===== src/design/nfba_pkg.sv =====
package nfba_pkg;

    // Width of the block-count register and its value after reset
    localparam int          CFG_W     = 5;
    localparam logic [4:0]  CFG_RESET = 5'd16;

    // Operation codes of an input word
    localparam logic OP_LOAD  = 1'b0;
    localparam logic OP_ALLOC = 1'b1;

    typedef enum logic [1:0] {
        ST_IDLE,
        ST_SCAN,
        ST_HOLD
    } t_state;

    // Controls from the sequencer to one cell
    typedef struct packed {
        logic inject;
        logic flush;
        logic is_last;
        logic we;
    } t_cell_ctl;

    // Status from one cell
    typedef struct packed {
        logic tok;
        logic hit;
        logic pass;
        logic wrap;
    } t_cell_stat;

endpackage


===== src/design/next_fit_block_allocator_unit.sv =====
// Channel   Valid         Ready         Payload
// input     i_in_valid    o_in_ready    i_opcode, i_block_index, i_size_value
// output    o_out_valid   i_out_ready   o_granted, o_granted_block
// config    i_cfg_valid   o_cfg_ready   i_cfg_data (block count)
//
// A load word writes one block size and produces no output word.
// An allocate word walks a search token along the row of cells one block per cycle,
// visiting 1..block count blocks; no word is taken while a search or held result waits.
// Reset (synchronous, active low) clears the pointer, the token and the handshake state;
// block sizes are undefined until loaded.
// A finished result waits in a holding register while the output is stalled.
module next_fit_block_allocator_unit #(
    parameter int MAX_BLOCKS = 16,
    parameter int SIZE_BITS  = 16
) (
    input  logic                           i_clk,
    input  logic                           i_rst_n,
    input  logic                           i_in_valid,
    output logic                           o_in_ready,
    input  logic                           i_opcode,
    input  logic [$clog2(MAX_BLOCKS)-1:0]  i_block_index,
    input  logic [SIZE_BITS-1:0]           i_size_value,
    output logic                           o_out_valid,
    input  logic                           i_out_ready,
    output logic                           o_granted,
    output logic [$clog2(MAX_BLOCKS)-1:0]  o_granted_block,
    input  logic                           i_cfg_valid,
    output logic                           o_cfg_ready,
    input  logic [nfba_pkg::CFG_W-1:0]     i_cfg_data
);

    localparam int IDX_W = $clog2(MAX_BLOCKS);
    localparam int CNT_W = ($clog2(MAX_BLOCKS + 1) > nfba_pkg::CFG_W) ?
                           $clog2(MAX_BLOCKS + 1) : nfba_pkg::CFG_W;

    // Control registers
    nfba_pkg::t_state          r_state;
    nfba_pkg::t_state          n_state;
    logic [nfba_pkg::CFG_W-1:0] r_cfg;
    logic [IDX_W-1:0]          r_rover;
    logic [CNT_W-1:0]          r_step;
    logic                      r_out_vld;

    // Payload registers
    logic [SIZE_BITS-1:0]      r_req;
    logic                      r_granted;
    logic [IDX_W-1:0]          r_blk;
    logic                      r_pend_granted;
    logic [IDX_W-1:0]          r_pend_blk;

    // Cell row
    nfba_pkg::t_cell_ctl       cell_ctl  [MAX_BLOCKS];
    nfba_pkg::t_cell_stat      cell_stat [MAX_BLOCKS];
    logic [MAX_BLOCKS-1:0]     hit_vec;
    logic [MAX_BLOCKS-1:0]     wrap_vec;
    logic [MAX_BLOCKS-1:0]     tok_vec;

    logic [CNT_W-1:0]          cfg_ext;
    logic [CNT_W-1:0]          active_cnt;
    logic [CNT_W-1:0]          last_idx;
    logic [IDX_W-1:0]          start_idx;
    logic [IDX_W-1:0]          hit_idx;
    logic                      any_hit;

    logic                      in_acc;
    logic                      ld_en;
    logic                      inj_en;
    logic                      scan_fail;
    logic                      scan_done;
    logic                      out_free;

    // Block count: zero acts as one, anything past the row saturates
    always_comb begin
        cfg_ext = CNT_W'(r_cfg);
        if (r_cfg == '0) begin
            active_cnt = CNT_W'(1);
        end else if (cfg_ext > CNT_W'(MAX_BLOCKS)) begin
            active_cnt = CNT_W'(MAX_BLOCKS);
        end else begin
            active_cnt = cfg_ext;
        end
    end

    assign last_idx  = active_cnt - CNT_W'(1);
    // Restart at block zero when the count has shrunk to or below the pointer
    assign start_idx = (CNT_W'(r_rover) < active_cnt) ? r_rover : '0;

    assign o_cfg_ready = 1'b1;

    // Sequencer outputs
    always_comb begin
        o_in_ready = (r_state == nfba_pkg::ST_IDLE);
        in_acc     = i_in_valid & o_in_ready;
        ld_en      = in_acc & (i_opcode == nfba_pkg::OP_LOAD);
        inj_en     = in_acc & (i_opcode == nfba_pkg::OP_ALLOC);
        any_hit    = |hit_vec;
        scan_fail  = (r_state == nfba_pkg::ST_SCAN) & ~any_hit & (r_step == last_idx);
        scan_done  = (r_state == nfba_pkg::ST_SCAN) & (any_hit | scan_fail);
        out_free   = ~r_out_vld | i_out_ready;
    end

    // Sequencer next state
    always_comb begin
        n_state = r_state;
        case (r_state)
            nfba_pkg::ST_IDLE: begin
                if (inj_en) n_state = nfba_pkg::ST_SCAN;
            end
            nfba_pkg::ST_SCAN: begin
                if (scan_done) n_state = out_free ? nfba_pkg::ST_IDLE : nfba_pkg::ST_HOLD;
            end
            nfba_pkg::ST_HOLD: begin
                if (out_free) n_state = nfba_pkg::ST_IDLE;
            end
            default: n_state = nfba_pkg::ST_IDLE;
        endcase
    end

    // Row of cells; the token wraps from the last active cell back to cell zero
    genvar gi;
    generate
        for (gi = 0; gi < MAX_BLOCKS; gi++) begin : g_cell
            logic tok_in;

            assign cell_ctl[gi].inject  = inj_en & (start_idx == IDX_W'(gi));
            assign cell_ctl[gi].flush   = scan_fail;
            assign cell_ctl[gi].is_last = (last_idx == CNT_W'(gi));
            assign cell_ctl[gi].we      = ld_en & (i_block_index == IDX_W'(gi));

            if (gi == 0) begin : g_head
                assign tok_in = |wrap_vec;
            end else begin : g_body
                assign tok_in = cell_stat[gi-1].pass;
            end

            nfba_cell #(
                .SIZE_BITS (SIZE_BITS)
            ) u_cell (
                .i_clk   (i_clk),
                .i_rst_n (i_rst_n),
                .i_ctl   (cell_ctl[gi]),
                .i_tok   (tok_in),
                .i_wdata (i_size_value),
                .i_req   (r_req),
                .o_stat  (cell_stat[gi])
            );

            assign hit_vec[gi]  = cell_stat[gi].hit;
            assign wrap_vec[gi] = cell_stat[gi].wrap;
            assign tok_vec[gi]  = cell_stat[gi].tok;
        end
    endgenerate

    // At most one cell hits, so OR the indexes together
    always_comb begin
        hit_idx = '0;
        for (int i = 0; i < MAX_BLOCKS; i++) begin
            if (hit_vec[i]) hit_idx = hit_idx | IDX_W'(i);
        end
    end

    always_ff @(posedge i_clk) begin
        if (!i_rst_n) begin
            r_state   <= nfba_pkg::ST_IDLE;
            r_cfg     <= nfba_pkg::CFG_RESET;
            r_rover   <= '0;
            r_step    <= '0;
            r_out_vld <= 1'b0;
        end else begin
            r_state <= n_state;
            if (i_cfg_valid && o_cfg_ready) begin
                r_cfg <= i_cfg_data;
            end
            // Load sends the pointer home, a hit parks it on the block
            if (ld_en) begin
                r_rover <= '0;
            end else if ((r_state == nfba_pkg::ST_SCAN) && any_hit) begin
                r_rover <= hit_idx;
            end
            if (inj_en) begin
                r_step <= '0;
            end else if (r_state == nfba_pkg::ST_SCAN) begin
                r_step <= r_step + CNT_W'(1);
            end
            if ((scan_done || (r_state == nfba_pkg::ST_HOLD)) && out_free) begin
                r_out_vld <= 1'b1;
            end else if (i_out_ready) begin
                r_out_vld <= 1'b0;
            end
        end
    end

    always_ff @(posedge i_clk) begin
        if (inj_en) begin
            r_req <= i_size_value;
        end
        if (scan_done) begin
            r_pend_granted <= any_hit;
            r_pend_blk     <= any_hit ? hit_idx : '0;
        end
        if (scan_done && out_free) begin
            r_granted <= any_hit;
            r_blk     <= any_hit ? hit_idx : '0;
        end else if ((r_state == nfba_pkg::ST_HOLD) && out_free) begin
            r_granted <= r_pend_granted;
            r_blk     <= r_pend_blk;
        end
    end

    assign o_out_valid     = r_out_vld;
    assign o_granted       = r_granted;
    assign o_granted_block = r_blk;

`ifndef SYNTHESIS
    a_one_token: assert property (@(posedge i_clk) disable iff (!i_rst_n)
        $onehot0(tok_vec))
        else $error("more than one search token in the row");

    a_idle_no_token: assert property (@(posedge i_clk) disable iff (!i_rst_n)
        (r_state == nfba_pkg::ST_IDLE) |-> (tok_vec == '0))
        else $error("search token alive while idle");

    a_hit_in_scan: assert property (@(posedge i_clk) disable iff (!i_rst_n)
        (hit_vec != '0) |-> (r_state == nfba_pkg::ST_SCAN))
        else $error("cell hit outside a scan");

    a_scan_has_token: assert property (@(posedge i_clk) disable iff (!i_rst_n)
        (r_state == nfba_pkg::ST_SCAN) |-> $onehot(tok_vec))
        else $error("scan lost its token");

    a_fail_block_zero: assert property (@(posedge i_clk) disable iff (!i_rst_n)
        (o_out_valid && !o_granted) |-> (o_granted_block == '0))
        else $error("failed request reports a nonzero block");
`endif

endmodule


===== src/design/nfba_cell.sv =====
module nfba_cell #(
    parameter int SIZE_BITS = 16
) (
    input  logic                     i_clk,
    input  logic                     i_rst_n,
    input  nfba_pkg::t_cell_ctl      i_ctl,
    input  logic                     i_tok,
    input  logic [SIZE_BITS-1:0]     i_wdata,
    input  logic [SIZE_BITS-1:0]     i_req,
    output nfba_pkg::t_cell_stat     o_stat
);

    logic                 r_tok;
    logic [SIZE_BITS-1:0] r_rem;
    logic                 n_tok;
    logic                 hit;

    assign hit   = r_tok & (r_rem >= i_req);
    assign n_tok = i_ctl.inject | (i_tok & ~i_ctl.flush);

    assign o_stat.tok  = r_tok;
    assign o_stat.hit  = hit;
    assign o_stat.pass = r_tok & ~hit & ~i_ctl.is_last;
    assign o_stat.wrap = r_tok & ~hit & i_ctl.is_last;

    always_ff @(posedge i_clk) begin
        if (!i_rst_n) begin
            r_tok <= 1'b0;
        end else begin
            r_tok <= n_tok;
        end
    end

    // Remaining size: load overwrites, a hit takes the request out
    always_ff @(posedge i_clk) begin
        if (i_ctl.we) begin
            r_rem <= i_wdata;
        end else if (hit) begin
            r_rem <= r_rem - i_req;
        end
    end

endmodule

===== config.mk =====
export PLATFORM = sky130hd
export DESIGN_NAME = next_fit_block_allocator_unit
export DESIGN_NICKNAME = d
export VERILOG_FILES = /design/src/design/nfba_pkg.sv /design/src/design/next_fit_block_allocator_unit.sv /design/src/design/nfba_cell.sv
export SDC_FILE = /design/constraint.sdc
export NUM_CORES = 1
export LEC_CHECK = 0
export BUFFER_PORTS_ARGS = -buffer_cell sky130_fd_sc_hd__clkbuf_2
export CORE_ASPECT_RATIO = 0.8
export CORE_UTILIZATION = 35
export CTS_BUF_LIST = sky130_fd_sc_hd__clkbuf_16
export CTS_CLUSTER_DIAMETER = 60
export DETAILED_ROUTE_END_ITERATION = 12
export PLACE_DENSITY_LB_ADDON = 0.1
export SLEW_MARGIN = 20
export SYNTH_ARGS = -nofsm -noshare
export SYNTH_HDL_FRONTEND = slang
export SYNTH_SLANG_ARGS = --single-unit

===== constraint.sdc =====
create_clock -name i_clk -period 5.4 [get_ports i_clk]
set_input_delay 1.08 -clock i_clk [delete_from_list [all_inputs] [get_ports i_clk]]
set_output_delay 1.08 -clock i_clk [all_outputs]
set_load 0.1 [all_outputs]

==> run_results.csv <==
group,metric,value,unit
status,status,"finished clean",
drt,drt-wirelength-per-cell,22.8,um
layout,fill_cells,7092,
timing,finalSetupTns,0,ns
cts,postCtsSetupRepairBufs,0,
floorplanning,fp.coreArea,71100,sq um
cts,clock_pin_transition_on_the_worst_setup_and_hold_timing_paths,0.06,ns
synthesis,mappedNetlistNets,3166,
grt,wire_length_of_the_first_global_routing_pass,130000,um
grt,grt.overflow.total,0,
synthesis,synthArstFlopShare,0,%
worst_hold_path,number_of_cells_on_the_worst_hold_path,2,
grt,grt_antenna_before_repair,3,
setup_path,setup.worst_path.class,"register to register",
setup_path,timing.critical_path.slowest_cell_delay,0.55,ns
drt,drc,0,
worst_hold_path,worst_hold_path_type,"register to register",
cts,clock_tree.root_cell,"sky130_fd_sc_hd__clkbuf_16",
timing,layout_min_cycle_time,4.39,ns
setup_path,worstSetupEndpointType,"register",
grt,grt_max_degree,35,
setup_path,worstPathArrival,4.68,ns
setup_path,timing.critical_path.from_type,"register",
timing,finalClockSkew,0.0256,ns
power_and_ir_drop,total_leakage_power,11.0,nW
drt,via_count,22000,
setup_path,timing.critical_path.required,5.69,ns
synthesis,syn_area_per_cell,8.88,sq um
cts,clock_latency_at_the_later_pin_of_the_worst_skew_pair,0.60,ns
timing,worst_slew_margin_rel,26.8,%
cts,cts.path.max_buffers,3,
timing,setup_violations,0,
drt,detail_route.iter0.violations,1758,
cts,cts_num_sinks,315,
drt,first_pass_iters,5,
synthesis,synth_sequential_area_ratio,36.0,%
synthesis,ys_ff_latch,315,
synthesis,synth_cell_type_count,83,
floorplanning,die-width,303,um
drt,detail_route.wirelength,88400,um
synthesis,yosys_most_used_dff,"sky130_fd_sc_hd__edfxtp_1",
placed_design,hpwlAfterDp,60800,um
setup_path,library_cell_contributing_the_largest_single_delay_on_the_critical_path,"sky130_fd_sc_hd__o31ai_1",
setup_path,worst-path-max-fanout,6,
cts,cts_buffers,43,
floorplanning,placement_rows,87,
timing,finalHoldViolations,0,
timing,maximum_clock_frequency,228,MHz
setup_path,worst-path-buf-inv,3,
placed_design,port_buffers,37,
timing,worstMarginPinSlew,1.10,ns
setup_path,rr_worst_depth,12,
synthesis,synth_enable_flop_cells,282,
cts,cts-resized-gates,0,
setup_path,setup.reg_to_reg.worst_slack,1.01,ns
synthesis,mappedNetlistArea,25300,sq um
timing,pins_over_slew_limit,0,
floorplanning,die_area,73500,sq um
floorplanning,floorplan.initialDensity,35.6,%
layout,final_net_count,3212,
synthesis,yosys_warnings,0,
power_and_ir_drop,p_total,0.00659,W
setup_path,critPathTopFamily,"compound AO/OA/AOI/OAI gates",
setup_path,crit_path_cell_trace,"inv_1 > buf_4 > ha_1 > nor2b_1 > o2111ai_1 > nand2_1 > o31ai_1 > a21o_1 > or2b_1 > nand4bb_4 > o31ai_1 > inv_1",
layout,share_of_final_layout_standard_cells_stronger_than_drive_strength_1,7.13,%
timing,final_min_period_over_clock_period,81.3,%
layout,area.growth.synth_to_final,10.9,%
timing,setup_repair_after_global_routing_missed_its_margin,"false",
grt,track_usage,23.8,%
floorplanning,die_h,243,um
power_and_ir_drop,vdd_drop_max,204,uV
floorplanning,top_level_ports,39,
setup_path,critical_path_depth,12,
grt,via_count_of_the_first_global_routing_pass,20600,
synthesis,post_synth_inst_count,2854,
cts,tritoncts,"built",
job,maxCapViolations,0,
power_and_ir_drop,power.density,235,nW/um^2
cts,h-tree-depth,2,
drt,post_drt_via_cell_ratio,5.69,
cts,cts_hold_buffers_added,0,
placed_design,place.gp.congestion,0.924,
drt,postRouteAntennaNets,0,
## power by group
group,internal (W),total (W),leakage [nW],switching (W)
Sequential,0.00271,0.00273,2.80,0.0000151
Clock,0.00155,0.00279,0.676,0.00124
Combinational,0.000390,0.00108,7.50,0.000686
## final timing paths
| path | from | end |
|---|---|---|
| max | r_req[2] | r_pend_blk[0] |
| min | g_cell[2].u_cell.r_tok | g_cell[3].u_cell.r_tok |
| min reg2reg | g_cell[2].u_cell.r_tok | g_cell[3].u_cell.r_tok |
| max reg2reg | r_req[2] | r_pend_blk[0] |
## per-layer routing
layer	routed length (um)	track usage [%]	share of wire, %
met1	42200	34.5	48
met2	37200	35.4	42
met3	6210	4.04	7.0
met4	2760	7.72	3.1
met5	0	0	0
## layout by cell type, fill, tap and decap left out, types with 59 or more instances in the layout
cell / netlist / layout
sky130_fd_sc_hd__a21oi_1: 322 / 322
sky130_fd_sc_hd__edfxtp_1: 282 / 282
sky130_fd_sc_hd__ha_1: 265 / 265
sky130_fd_sc_hd__inv_1: 124 / 133
sky130_fd_sc_hd__nand2_1: 283 / 283
sky130_fd_sc_hd__nand3_1: 59 / 59
sky130_fd_sc_hd__nor2_1: 314 / 310
sky130_fd_sc_hd__nor3_1: 82 / 82
sky130_fd_sc_hd__o21ai_0: 185 / 184
sky130_fd_sc_hd__xnor2_1: 69 / 69
sky130_fd_sc_hd__xor2_1: 119 / 119
## tightest hold or removal path, stage by stage, from the launching register on
cell and delay (ns):
sky130_fd_sc_hd__dfxtp_1 0.36, sky130_fd_sc_hd__nand2_1 0.08, sky130_fd_sc_hd__o32ai_1 0.06
## layout make-up
| type | count | area, sq um | area share, % |
|---|---|---|---|
| clock buffer | 43 | 1080 | 3.83 |
| timing repair buffer | 89 | 588 | 2.09 |
| antenna | 2 | 5.00 | 0.0178 |
| tap | 934 | 1170 | 4.16 |
| inverter | 125 | 469 | 1.67 |
| multi-input combinational | 2326 | 15400 | 54.9 |
| sequential | 315 | 9130 | 32.5 |
| clock inverter | 34 | 240 | 0.856 |
## synthesized netlist by cell type, types with 14 or more instances
cell type	count	area, sq um
sky130_fd_sc_hd__a31oi_1	27	169
sky130_fd_sc_hd__nand3_1	59	295
sky130_fd_sc_hd__nand4_1	55	344
sky130_fd_sc_hd__o21bai_1	21	158
sky130_fd_sc_hd__nor2b_1	21	131
sky130_fd_sc_hd__a211oi_1	26	195
sky130_fd_sc_hd__nor2_1	314	1180
sky130_fd_sc_hd__xnor2_1	69	604
sky130_fd_sc_hd__xor2_1	119	1040
sky130_fd_sc_hd__nand2b_1	57	357
sky130_fd_sc_hd__dfxtp_1	33	661
sky130_fd_sc_hd__o31ai_1	29	218
sky130_fd_sc_hd__and3_1	26	163
sky130_fd_sc_hd__o21a_1	34	255
sky130_fd_sc_hd__or3_1	25	156
sky130_fd_sc_hd__o21ai_0	185	926
sky130_fd_sc_hd__inv_1	124	465
sky130_fd_sc_hd__nor3_1	82	410
sky130_fd_sc_hd__buf_1	14	52.6
sky130_fd_sc_hd__fa_1	16	320
sky130_fd_sc_hd__nand2_1	283	1060
sky130_fd_sc_hd__edfxtp_1	282	8470
sky130_fd_sc_hd__ha_1	265	3320
sky130_fd_sc_hd__o211ai_1	35	263
sky130_fd_sc_hd__a21o_1	55	413
sky130_fd_sc_hd__clkbuf_1	71	267
sky130_fd_sc_hd__a21oi_1	322	1610
## cells by family (layout without fill, tap and decap cells)
group | after synthesis | count (layout) | share of synthesized area, %
buffers and inverters | 213 | 291 | 3.19
AND/OR/NAND/NOR | 1010 | 1010 | 19.2
flip-flops | 315 | 315 | 36.0
other | 1 | 3 | 0.0148
multiplexers | 13 | 13 | 0.593
adder cells (fa/ha/maj) | 281 | 281 | 14.4
AO/OA/AOI/OAI | 833 | 833 | 20.1
XOR/XNOR | 188 | 188 | 6.50
## sequential cells by signal (all words and copies together), names as in the netlist
| signal | cells |
|---|---|
| g_cell.u_cell.r_rem | 256 |
| g_cell.u_cell.r_tok | 16 |
| r_req | 16 |
| cfg_ext | 5 |
| r_step | 5 |
| o_granted_block | 4 |
| r_pend_blk | 4 |
| r_rover | 4 |
| r_state | 2 |
| o_granted | 1 |
| o_out_valid | 1 |
| r_pend_granted | 1 |
## metrics by stage
stage / setup WS (ns) / hold WS, ns / utilization, % / std cells / cell area (sq um)
6_report: 1.01 / 0.530 / 39.5 / 3868 / 28100
5_1_grt: 0.768 / 0.545 / 39.5 / 3868 / 28100
4_1_cts: 1.11 / 0.521 / 39.5 / 3866 / 28100
3_5_place_dp: 1.17 / 0.513 / 37.6 / 3789 / 26800
3_3_place_gp: 1.27 / 0.523 / 37.6 / 3789 / 26800
2_1_floorplan: 1.41 / 0.459 / - / 2854 / 25300
Note: power is estimated with default switching activity, not from simulation.
